==> src/hw/rtl/soms_pkg.sv <==
`timescale 1ns / 1ps
// ----------------------------------------------------------------------------
// Spiral order matrix scan: shared definitions
// Types, field widths and register indexes used by the controller, the
// datapath and the top level.
// ----------------------------------------------------------------------------
package soms_pkg;

   localparam int VALUE_W = 32;
   localparam int COUNT_W = 4;
   localparam int IDX_W   = 3;
   localparam int CSR_INDEX_W = 1;

   localparam logic [CSR_INDEX_W-1:0] CSR_ROW_COUNT    = 1'd0;
   localparam logic [CSR_INDEX_W-1:0] CSR_COLUMN_COUNT = 1'd1;

   typedef enum logic {
      ST_LOAD,
      ST_SCAN
   } soms_state_type;

   typedef enum logic [1:0] {
      DIR_RIGHT,
      DIR_DOWN,
      DIR_LEFT,
      DIR_UP
   } soms_dir_type;

   typedef struct packed {
      logic store_item;
      logic scan_start;
      logic read_issue;
   } soms_cmd_type;

   typedef struct packed {
      logic load_final;
      logic out_free;
      logic scan_last;
   } soms_status_type;

endpackage

==> src/hw/rtl/spiral_order_matrix_scan_unit.sv <==
`timescale 1ns / 1ps
// ----------------------------------------------------------------------------
// Spiral order matrix scan unit
// Loads a matrix in row-major order and returns its elements in clockwise
// spiral order, each with its row, column and an end-of-run flag.
// ----------------------------------------------------------------------------
//  Channel  Ports                       Direction  Moves
//  req      req_valid/req_stall         in         one matrix element per item
//  rsp      rsp_valid/rsp_stall         out        one spiral element per item
//  csr      csr_write_enable/index/data in         row and column counts
//
// Each loaded element is written to the element store; the completing element starts the scan.
// The scan reads the element store once per cycle and delivers one result a
// cycle while rsp_stall is low.
// rsp_stall holds the result register and pauses the store read.
// Loading resumes once the final element has been read, even while it waits.
// Reset is synchronous and restores both counts to one.
// ----------------------------------------------------------------------------
module spiral_order_matrix_scan_unit
   import soms_pkg::*;
#(
   parameter int MAX_ROWS    = 8,
   parameter int MAX_COLUMNS = 8
) (
   input  logic                      clock,
   input  logic                      reset,
   input  logic                      csr_write_enable,
   input  logic [CSR_INDEX_W-1:0]    csr_index,
   input  logic [COUNT_W-1:0]        csr_write_data,
   input  logic                      req_valid,
   output logic                      req_stall,
   input  logic signed [VALUE_W-1:0] req_element_value,
   output logic                      rsp_valid,
   input  logic                      rsp_stall,
   output logic signed [VALUE_W-1:0] rsp_out_value,
   output logic [IDX_W-1:0]          rsp_out_row,
   output logic [IDX_W-1:0]          rsp_out_column,
   output logic                      rsp_last_of_run
);

   soms_cmd_type    cmd;
   soms_status_type status;

   soms_ctrl u_ctrl (
      .clock     (clock),
      .reset     (reset),
      .req_valid (req_valid),
      .req_stall (req_stall),
      .status    (status),
      .cmd       (cmd)
   );

   soms_datapath #(
      .MAX_ROWS    (MAX_ROWS),
      .MAX_COLUMNS (MAX_COLUMNS)
   ) u_datapath (
      .clock             (clock),
      .reset             (reset),
      .csr_write_enable  (csr_write_enable),
      .csr_index         (csr_index),
      .csr_write_data    (csr_write_data),
      .req_element_value (req_element_value),
      .rsp_stall         (rsp_stall),
      .rsp_valid         (rsp_valid),
      .rsp_out_value     (rsp_out_value),
      .rsp_out_row       (rsp_out_row),
      .rsp_out_column    (rsp_out_column),
      .rsp_last_of_run   (rsp_last_of_run),
      .cmd               (cmd),
      .status            (status)
   );

endmodule

==> src/hw/rtl/soms_ctrl.sv <==
`timescale 1ns / 1ps
// ----------------------------------------------------------------------------
// Spiral order matrix scan: controller
// Alternates between loading a matrix and walking it in spiral order.
// ----------------------------------------------------------------------------
module soms_ctrl
   import soms_pkg::*;
(
   input  logic            clock,
   input  logic            reset,
   input  logic            req_valid,
   output logic            req_stall,
   input  soms_status_type status,
   output soms_cmd_type    cmd
);

   soms_state_type state_ff;
   soms_state_type state_in;

   always_ff @(posedge clock) begin
      if (reset) begin
         state_ff <= ST_LOAD;
      end else begin
         state_ff <= state_in;
      end
   end

   always_comb begin
      state_in = state_ff;
      unique case (state_ff)
         ST_LOAD: begin
            if (req_valid && status.load_final) begin
               state_in = ST_SCAN;
            end
         end
         ST_SCAN: begin
            if (status.out_free && status.scan_last) begin
               state_in = ST_LOAD;
            end
         end
         default: state_in = ST_LOAD;
      endcase
   end

   always_comb begin
      req_stall      = 1'b1;
      cmd.store_item = 1'b0;
      cmd.scan_start = 1'b0;
      cmd.read_issue = 1'b0;
      unique case (state_ff)
         ST_LOAD: begin
            req_stall      = 1'b0;
            cmd.store_item = req_valid;
            cmd.scan_start = req_valid && status.load_final;
         end
         ST_SCAN: begin
            cmd.read_issue = status.out_free;
         end
         default: req_stall = 1'b1;
      endcase
   end

endmodule

==> src/hw/rtl/soms_datapath.sv <==
`timescale 1ns / 1ps
// ----------------------------------------------------------------------------
// Spiral order matrix scan: datapath
// Count registers, element store, load counter, spiral position generator
// and the result register.
// ----------------------------------------------------------------------------
module soms_datapath
   import soms_pkg::*;
#(
   parameter int MAX_ROWS    = 8,
   parameter int MAX_COLUMNS = 8
) (
   input  logic                   clock,
   input  logic                   reset,
   input  logic                   csr_write_enable,
   input  logic [CSR_INDEX_W-1:0] csr_index,
   input  logic [COUNT_W-1:0]     csr_write_data,
   input  logic signed [VALUE_W-1:0] req_element_value,
   input  logic                   rsp_stall,
   output logic                   rsp_valid,
   output logic signed [VALUE_W-1:0] rsp_out_value,
   output logic [IDX_W-1:0]       rsp_out_row,
   output logic [IDX_W-1:0]       rsp_out_column,
   output logic                   rsp_last_of_run,
   input  soms_cmd_type           cmd,
   output soms_status_type        status
);

   localparam int DEPTH  = MAX_ROWS * MAX_COLUMNS;
   localparam int ADDR_W = (DEPTH > 1) ? $clog2(DEPTH) : 1;
   localparam int CNT_W  = $clog2(DEPTH + 1) + 1;
   localparam int PROD_W = 2 * COUNT_W;

   localparam logic [COUNT_W-1:0] ROWS_LIMIT = COUNT_W'(MAX_ROWS);
   localparam logic [COUNT_W-1:0] COLS_LIMIT = COUNT_W'(MAX_COLUMNS);

   logic [COUNT_W-1:0] row_count_ff;
   logic [COUNT_W-1:0] column_count_ff;
   logic [COUNT_W-1:0] rows_used;
   logic [COUNT_W-1:0] cols_used;
   logic [CNT_W-1:0]   total;

   logic [CNT_W-1:0]   load_count_ff;
   logic [CNT_W-1:0]   load_count_in;
   logic [CNT_W-1:0]   load_slot;
   logic [CNT_W-1:0]   load_next;

   logic [VALUE_W-1:0] store_mem [DEPTH];

   soms_dir_type       dir_ff;
   soms_dir_type       dir_in;
   logic [IDX_W-1:0]   row_ff, row_in;
   logic [IDX_W-1:0]   col_ff, col_in;
   logic [IDX_W-1:0]   top_ff, top_in;
   logic [IDX_W-1:0]   bottom_ff, bottom_in;
   logic [IDX_W-1:0]   left_ff, left_in;
   logic [IDX_W-1:0]   right_ff, right_in;
   logic [CNT_W-1:0]   emit_count_ff;
   logic [CNT_W-1:0]   scan_total_ff;
   logic [COUNT_W-1:0] scan_cols_ff;
   logic [PROD_W-1:0]  read_sum;
   logic [ADDR_W-1:0]  read_addr;

   logic               rsp_valid_ff;
   logic [VALUE_W-1:0] out_value_ff;
   logic [IDX_W-1:0]   out_row_ff;
   logic [IDX_W-1:0]   out_column_ff;
   logic               out_last_ff;

   always_ff @(posedge clock) begin
      if (reset) begin
         row_count_ff    <= COUNT_W'(1);
         column_count_ff <= COUNT_W'(1);
      end else if (csr_write_enable) begin
         unique case (csr_index)
            CSR_ROW_COUNT:    row_count_ff    <= csr_write_data;
            CSR_COLUMN_COUNT: column_count_ff <= csr_write_data;
            default:          row_count_ff    <= row_count_ff;
         endcase
      end
   end

   always_comb begin
      rows_used = row_count_ff;
      if (row_count_ff == '0) begin
         rows_used = COUNT_W'(1);
      end else if (row_count_ff > ROWS_LIMIT) begin
         rows_used = ROWS_LIMIT;
      end
      cols_used = column_count_ff;
      if (column_count_ff == '0) begin
         cols_used = COUNT_W'(1);
      end else if (column_count_ff > COLS_LIMIT) begin
         cols_used = COLS_LIMIT;
      end
   end

   assign total     = CNT_W'(PROD_W'(rows_used) * PROD_W'(cols_used));
   assign load_slot = (load_count_ff >= total) ? '0 : load_count_ff;
   assign load_next = load_slot + CNT_W'(1);

   assign status.load_final = (load_next == total);

   always_comb begin
      load_count_in = load_count_ff;
      if (cmd.store_item) begin
         load_count_in = status.load_final ? '0 : load_next;
      end
   end

   always_ff @(posedge clock) begin
      if (reset) begin
         load_count_ff <= '0;
      end else begin
         load_count_ff <= load_count_in;
      end
   end

   always_ff @(posedge clock) begin
      if (cmd.store_item) begin
         store_mem[load_slot[ADDR_W-1:0]] <= req_element_value;
      end
   end

   always_comb begin
      dir_in    = dir_ff;
      row_in    = row_ff;
      col_in    = col_ff;
      top_in    = top_ff;
      bottom_in = bottom_ff;
      left_in   = left_ff;
      right_in  = right_ff;
      unique case (dir_ff)
         DIR_RIGHT: begin
            if (col_ff < right_ff) begin
               col_in = col_ff + IDX_W'(1);
            end else begin
               top_in = top_ff + IDX_W'(1);
               row_in = row_ff + IDX_W'(1);
               dir_in = DIR_DOWN;
            end
         end
         DIR_DOWN: begin
            if (row_ff < bottom_ff) begin
               row_in = row_ff + IDX_W'(1);
            end else begin
               right_in = right_ff - IDX_W'(1);
               col_in   = col_ff - IDX_W'(1);
               dir_in   = DIR_LEFT;
            end
         end
         DIR_LEFT: begin
            if (col_ff > left_ff) begin
               col_in = col_ff - IDX_W'(1);
            end else begin
               bottom_in = bottom_ff - IDX_W'(1);
               row_in    = row_ff - IDX_W'(1);
               dir_in    = DIR_UP;
            end
         end
         DIR_UP: begin
            if (row_ff > top_ff) begin
               row_in = row_ff - IDX_W'(1);
            end else begin
               left_in = left_ff + IDX_W'(1);
               col_in  = col_ff + IDX_W'(1);
               dir_in  = DIR_RIGHT;
            end
         end
         default: dir_in = DIR_RIGHT;
      endcase
   end

   always_ff @(posedge clock) begin
      if (reset) begin
         dir_ff        <= DIR_RIGHT;
         emit_count_ff <= '0;
      end else if (cmd.scan_start) begin
         dir_ff        <= DIR_RIGHT;
         emit_count_ff <= '0;
      end else if (cmd.read_issue) begin
         dir_ff        <= dir_in;
         emit_count_ff <= emit_count_ff + CNT_W'(1);
      end
   end

   always_ff @(posedge clock) begin
      if (cmd.scan_start) begin
         row_ff        <= '0;
         col_ff        <= '0;
         top_ff        <= '0;
         left_ff       <= '0;
         bottom_ff     <= IDX_W'(rows_used - COUNT_W'(1));
         right_ff      <= IDX_W'(cols_used - COUNT_W'(1));
         scan_total_ff <= total;
         scan_cols_ff  <= cols_used;
      end else if (cmd.read_issue) begin
         row_ff    <= row_in;
         col_ff    <= col_in;
         top_ff    <= top_in;
         bottom_ff <= bottom_in;
         left_ff   <= left_in;
         right_ff  <= right_in;
      end
   end

   assign status.scan_last = (emit_count_ff == scan_total_ff - CNT_W'(1));
   assign status.out_free  = !rsp_valid_ff || !rsp_stall;

   assign read_sum  = PROD_W'(row_ff) * PROD_W'(scan_cols_ff) + PROD_W'(col_ff);
   assign read_addr = read_sum[ADDR_W-1:0];

   always_ff @(posedge clock) begin
      if (reset) begin
         rsp_valid_ff <= 1'b0;
      end else if (status.out_free) begin
         rsp_valid_ff <= cmd.read_issue;
      end
   end

   always_ff @(posedge clock) begin
      if (cmd.read_issue) begin
         out_value_ff  <= store_mem[read_addr];
         out_row_ff    <= row_ff;
         out_column_ff <= col_ff;
         out_last_ff   <= status.scan_last;
      end
   end

   assign rsp_valid       = rsp_valid_ff;
   assign rsp_out_value   = out_value_ff;
   assign rsp_out_row     = out_row_ff;
   assign rsp_out_column  = out_column_ff;
   assign rsp_last_of_run = out_last_ff;

endmodule
==> config.mk <==
export PLATFORM = sky130hd
export DESIGN_NAME = spiral_order_matrix_scan_unit
export DESIGN_NICKNAME = d
export VERILOG_FILES = /design/src/hw/rtl/soms_pkg.sv /design/src/hw/rtl/spiral_order_matrix_scan_unit.sv /design/src/hw/rtl/soms_ctrl.sv /design/src/hw/rtl/soms_datapath.sv
export SDC_FILE = /design/constraint.sdc
export NUM_CORES = 2
export LEC_CHECK = 0
export ABC_AREA = 1
export BUFFER_PORTS_ARGS = -buffer_cell sky130_fd_sc_hd__buf_2
export CAP_MARGIN = 20
export CORE_ASPECT_RATIO = 1.2
export CORE_UTILIZATION = 35
export DETAILED_ROUTE_END_ITERATION = 10
export PLACE_DENSITY = 0.56
export SETUP_SLACK_MARGIN = 0.4
export SLEW_MARGIN = 20
export SYNTH_ARGS = -nofsm -noshare
export SYNTH_HDL_FRONTEND = slang
export SYNTH_SLANG_ARGS = --single-unit
==> constraint.sdc <==
create_clock -name clock -period 9.4 [get_ports clock]
set_clock_uncertainty 0.1 [all_clocks]
set_input_delay 1.88 -clock clock [delete_from_list [all_inputs] [get_ports clock]]
set_output_delay 1.88 -clock clock [all_outputs]
set_load 0.02 [all_outputs]
==> run_results.csv <==
group,metric,value,unit
final_layout,area.growth.synth_to_final,13.4,%
critical_path,arrival,7.68,ns
final_layout,drive_above_1_share,0.0914,
synthesis,yosysUniqueCellTypes,46,
drt,drt_iter0_drc,6796,
critical_path,regToRegEndpoint,"u_datapath.right_ff[2]",
pwr,combinational_power_share,0.378,
critical_path,timing.reg2reg.worst_path_depth,37,
drt,route.final.wire_length,259000,µm
clock_network,cts-htree-levels,4,
timing,setup_total_negative_slack,0,ns
clock_network,clockBufferDepth,4,
synthesis,synth-seq-cells,2145,
grt,vias_in_the_first_global_route,52700,
clock_network,clk_root_buffer_cell,"sky130_fd_sc_hd__clkbuf_16",
floorplan,die_y,543,µm
timing,relSlewSlack,0.155,
timing,final_max_slew_viol_count,0,
timing,fmaxAchievable,139,MHz
floorplan,io-pin-count,83,
clock_network,number_of_buffers_added_by_the_clock_tree_synthesis_step,213,
pwr,power_frac_seq,0.355,
drt,firstDrtPassIters,7,
clock_network,post_cts_buffers,0,
grt,globalRoute.totalOverflow,0,
pwr,p_leak,30.8,nW
placement,io_buffers,82,
final_layout,num-nets-final,6673,
clock_network,tritoncts,"built",
final_layout,final.fill_count,22600,
grt,largest_net_degree_at_the_start_of_global_routing,170,
clock_network,post_cts_resized,0,
timing,finalWorstPathRequiredPeriod,7.19,ns
synthesis,ys_warn_count,0,
floorplan,start_util,0.352,
clock_network,cts.sink_count,2145,
critical_path,max_stage_delay_cell_worst_path,"sky130_fd_sc_hd__inv_1",
pwr,p_switching,12.4,mW
pwr,power_switching_share,0.406,
critical_path,worst_setup_path_endpoint,"u_datapath.right_ff[2]",
flow_run,maxCapViolations,0,
critical_path,timing.rr.start,"u_datapath.column_count_ff[3]",
floorplan,num_rows,198,
critical_path,crit_fanout,21,
pwr,power.internal,18.1,mW
critical_path,worstSetupStartpointType,"flip-flop",
drt,route.antenna.remaining_nets,0,
synthesis,yosysSeqAreaShare,0.750,
synthesis,synthesized_cell_area,85300,µm²
synthesis,async_flop_share,0,
critical_path,critical_path.max_stage_delay,0.68,ns
pwr,power_density,315,nW/µm²
drt,dr_vias_cell,5.57,
critical_path,crit_start,"u_datapath.column_count_ff[3]",
clock_network,clkLatencyLatePin,0.91,ns
outcome,run_status,"completed",
floorplan,die_width,453,µm
synthesis,synth_flop_cell,"sky130_fd_sc_hd__edfxtp_1",
clock_network,cts_hold_buf,0,
placement,finalWeightedCongestion,0.846,
critical_path,worstPathRequired,9.90,ns
grt,grt_pass1_wl,372000,µm
critical_path,cpMostUsedCell,"sky130_fd_sc_hd__nand2_1",
pwr,vdd_ir_drop_max,293,µV
final_layout,most_common_library_cell_in_the_layout_ignoring_fill_and_taps,"sky130_fd_sc_hd__edfxtp_1",
final_layout,most-common-layout-cells,"sky130_fd_sc_hd__edfxtp_1, sky130_fd_sc_hd__nor2_1, sky130_fd_sc_hd__o21ai_0",
synthesis,post-synth-top-area-fraction,0.741,
timing,timing.final.setup_violations,0,
timing,timing.final.crit_share,0.764,
synthesis,synth_fp_nets,6689,
timing,setup_repair_after_global_routing_missed_its_margin,"false",
pwr,power.clock.fraction,0.267,
hold_path,hold_path.class,"reg2reg",
critical_path,critical_path.endpoint_type,"flip-flop",
synthesis,synth-edff-count,2105,
grt,track_usage,0.205,
clock_network,clk_pin_slew,0.06,ns
critical_path,ff2ff_setup_slack,2.21,ns
synthesis,synthesis.instances,6586,
drt,post_drt_wl_per_cell,26.0,µm
placement,dp.final_hpwl,145000,µm
timing,worst_tran_pin_value,1.25,ns
drt,vias,55300,
synthesis,synth.top_cells.by_area,"sky130_fd_sc_hd__edfxtp_1, sky130_fd_sc_hd__o21ai_0, sky130_fd_sc_hd__nor2_1",
timing,timing_hold_violations_final,0,
synthesis,avgSynthCellArea,13.0,µm²
synthesis,synth_top_area_cell,"sky130_fd_sc_hd__edfxtp_1",
floorplan,die-area,246000,µm²
critical_path,path_class,"reg2reg",
grt,number_of_antenna_violations_at_the_first_check_in_global_routing,26,
pwr,power,30.5,mW
floorplan,core,242000,µm²
drt,route.detailed.drc,0,
metrics by stage:
step                       util  std cells  hold WS (ns)  setup slack (ns)  instance area, µm²
after floorplan               -       6586         0.350              2.12               85300
after global placement    0.370       9533         0.374              2.14               89700
after detailed placement  0.372       9552         0.384              2.15               90200
after CTS                 0.399       9926         0.392              2.13               96700
after global routing      0.399       9931         0.415              1.41               96700
final                     0.399       9935         0.389              2.21               96700
cell usage after synthesis, types with 2 or more instances:
| cell | n |
|---|---|
| sky130_fd_sc_hd__edfxtp_1 | 2105 |
| sky130_fd_sc_hd__nor2_1 | 1514 |
| sky130_fd_sc_hd__o21ai_0 | 1271 |
| sky130_fd_sc_hd__o22ai_1 | 585 |
| sky130_fd_sc_hd__clkbuf_1 | 425 |
| sky130_fd_sc_hd__nand2_1 | 167 |
| sky130_fd_sc_hd__inv_1 | 111 |
| sky130_fd_sc_hd__o32ai_1 | 65 |
| sky130_fd_sc_hd__ha_1 | 51 |
| sky130_fd_sc_hd__a21oi_1 | 44 |
| sky130_fd_sc_hd__nand3_1 | 44 |
| sky130_fd_sc_hd__dfxtp_1 | 40 |
| sky130_fd_sc_hd__xor2_1 | 22 |
| sky130_fd_sc_hd__buf_2 | 12 |
| sky130_fd_sc_hd__nand2_2 | 12 |
| sky130_fd_sc_hd__buf_1 | 11 |
| sky130_fd_sc_hd__fa_1 | 10 |
| sky130_fd_sc_hd__xnor2_1 | 10 |
| sky130_fd_sc_hd__nand4_1 | 9 |
| sky130_fd_sc_hd__inv_2 | 8 |
| sky130_fd_sc_hd__o211ai_1 | 6 |
| sky130_fd_sc_hd__o221ai_1 | 6 |
| sky130_fd_sc_hd__or2_2 | 6 |
| sky130_fd_sc_hd__o31ai_1 | 5 |
| sky130_fd_sc_hd__a32oi_1 | 4 |
| sky130_fd_sc_hd__nand3_2 | 4 |
| sky130_fd_sc_hd__nor3_1 | 4 |
| sky130_fd_sc_hd__nor4_1 | 4 |
| sky130_fd_sc_hd__o311ai_0 | 4 |
| sky130_fd_sc_hd__nand2_4 | 3 |
| sky130_fd_sc_hd__nor2_2 | 3 |
| sky130_fd_sc_hd__buf_6 | 2 |
| sky130_fd_sc_hd__clkinv_1 | 2 |
| sky130_fd_sc_hd__mux2_2 | 2 |
| sky130_fd_sc_hd__nor3b_1 | 2 |
| sky130_fd_sc_hd__o21ai_1 | 2 |
| sky130_fd_sc_hd__o21bai_1 | 2 |
power by group through the flow:
stage	clock (mW)	sequential [mW]	combinational, mW
finish	8.15	10.8	11.5
global route	8.59	10.8	12.3
CTS	8.26	10.8	11.5
detailed placement	0	11.0	11.4
global placement	0	11.0	11.4
floorplan	0	11.0	6.48
area by class of cell:
cell class | instances | area [µm²] | share of cell area
repair buffers | 221 | 2090 | 0.0216
multi-input cells | 3868 | 19700 | 0.203
clock buffers | 262 | 5540 | 0.0572
inverters | 121 | 479 | 0.00495
well taps | 3200 | 4000 | 0.0414
diodes | 6 | 15.0 | 0.000155
flip-flops and latches | 2145 | 64000 | 0.662
clock inverters | 112 | 938 | 0.00970
worst min path at each step:
stage / to / slack [ns] / depth (start not counted) / from
after floorplan: u_datapath.column_count_ff[2] / 0.35 / 2 / u_datapath.column_count_ff[2]
final: u_datapath.load_count_ff[7] / 0.39 / 2 / u_datapath.load_count_ff[7]
after global placement: u_ctrl.state_ff / 0.37 / 2 / u_ctrl.state_ff
after global routing: u_datapath.row_count_ff[2] / 0.41 / 2 / u_datapath.row_count_ff[2]
after CTS: u_ctrl.state_ff / 0.39 / 2 / u_ctrl.state_ff
after detailed placement: u_ctrl.state_ff / 0.38 / 2 / u_ctrl.state_ff
kinds of logic (layout without fill, tap and decap cells):
| family | after synthesis | after routing | share of synthesized area |
|---|---|---|---|
| flops | 2145 | 2145 | 0.750 |
| simple gates | 1776 | 1776 | 0.0809 |
| compound gates | 1997 | 1997 | 0.130 |
| other cells | 0 | 6 | 0 |
| buf+inv | 573 | 716 | 0.0257 |
| fa+ha+maj | 61 | 61 | 0.00983 |
| mux | 2 | 2 | 0.000264 |
| xor+xnor | 32 | 32 | 0.00329 |
per-layer routing:
layer	vias to the layer above	GRT usage	routed length (µm)
met4	4	0.0689	8590
met2	2272	0.339	126000
met3	389	0.0272	18800
met5	-	0	27
li1	24400	-	-
met1	28200	0.275	106000
flip-flops by register name, summed over array words and instances (netlist names), 2 cells and up:
register and count:
u_datapath.dir_ff 2, u_datapath.scan_cols_ff 4, u_datapath.top_ff 3, u_datapath.rsp_out_row 3
u_datapath.store_mem 2048, u_datapath.load_count_ff 8, u_datapath.rsp_out_value 32, u_datapath.scan_total_ff 8
u_datapath.col_ff 3, u_datapath.right_ff 3, u_datapath.bottom_ff 3, u_datapath.emit_count_ff 8
u_datapath.row_ff 3, u_datapath.row_count_ff 4, u_datapath.rsp_out_column 3, u_datapath.left_ff 3
u_datapath.column_count_ff 4
worst max-delay path, delay by kind of cell, from the launching register on:
family	cells	cell delay [ns]
DFF	1	0.35
AOI/OAI and AO/OA	2	0.36
buffers and inverters	8	1.34
and+or+nand+nor	20	2.29
xor gates and xnor gates	1	0.30
adders and majority gates	6	2.16
Power figures use the tool's default switching activity.
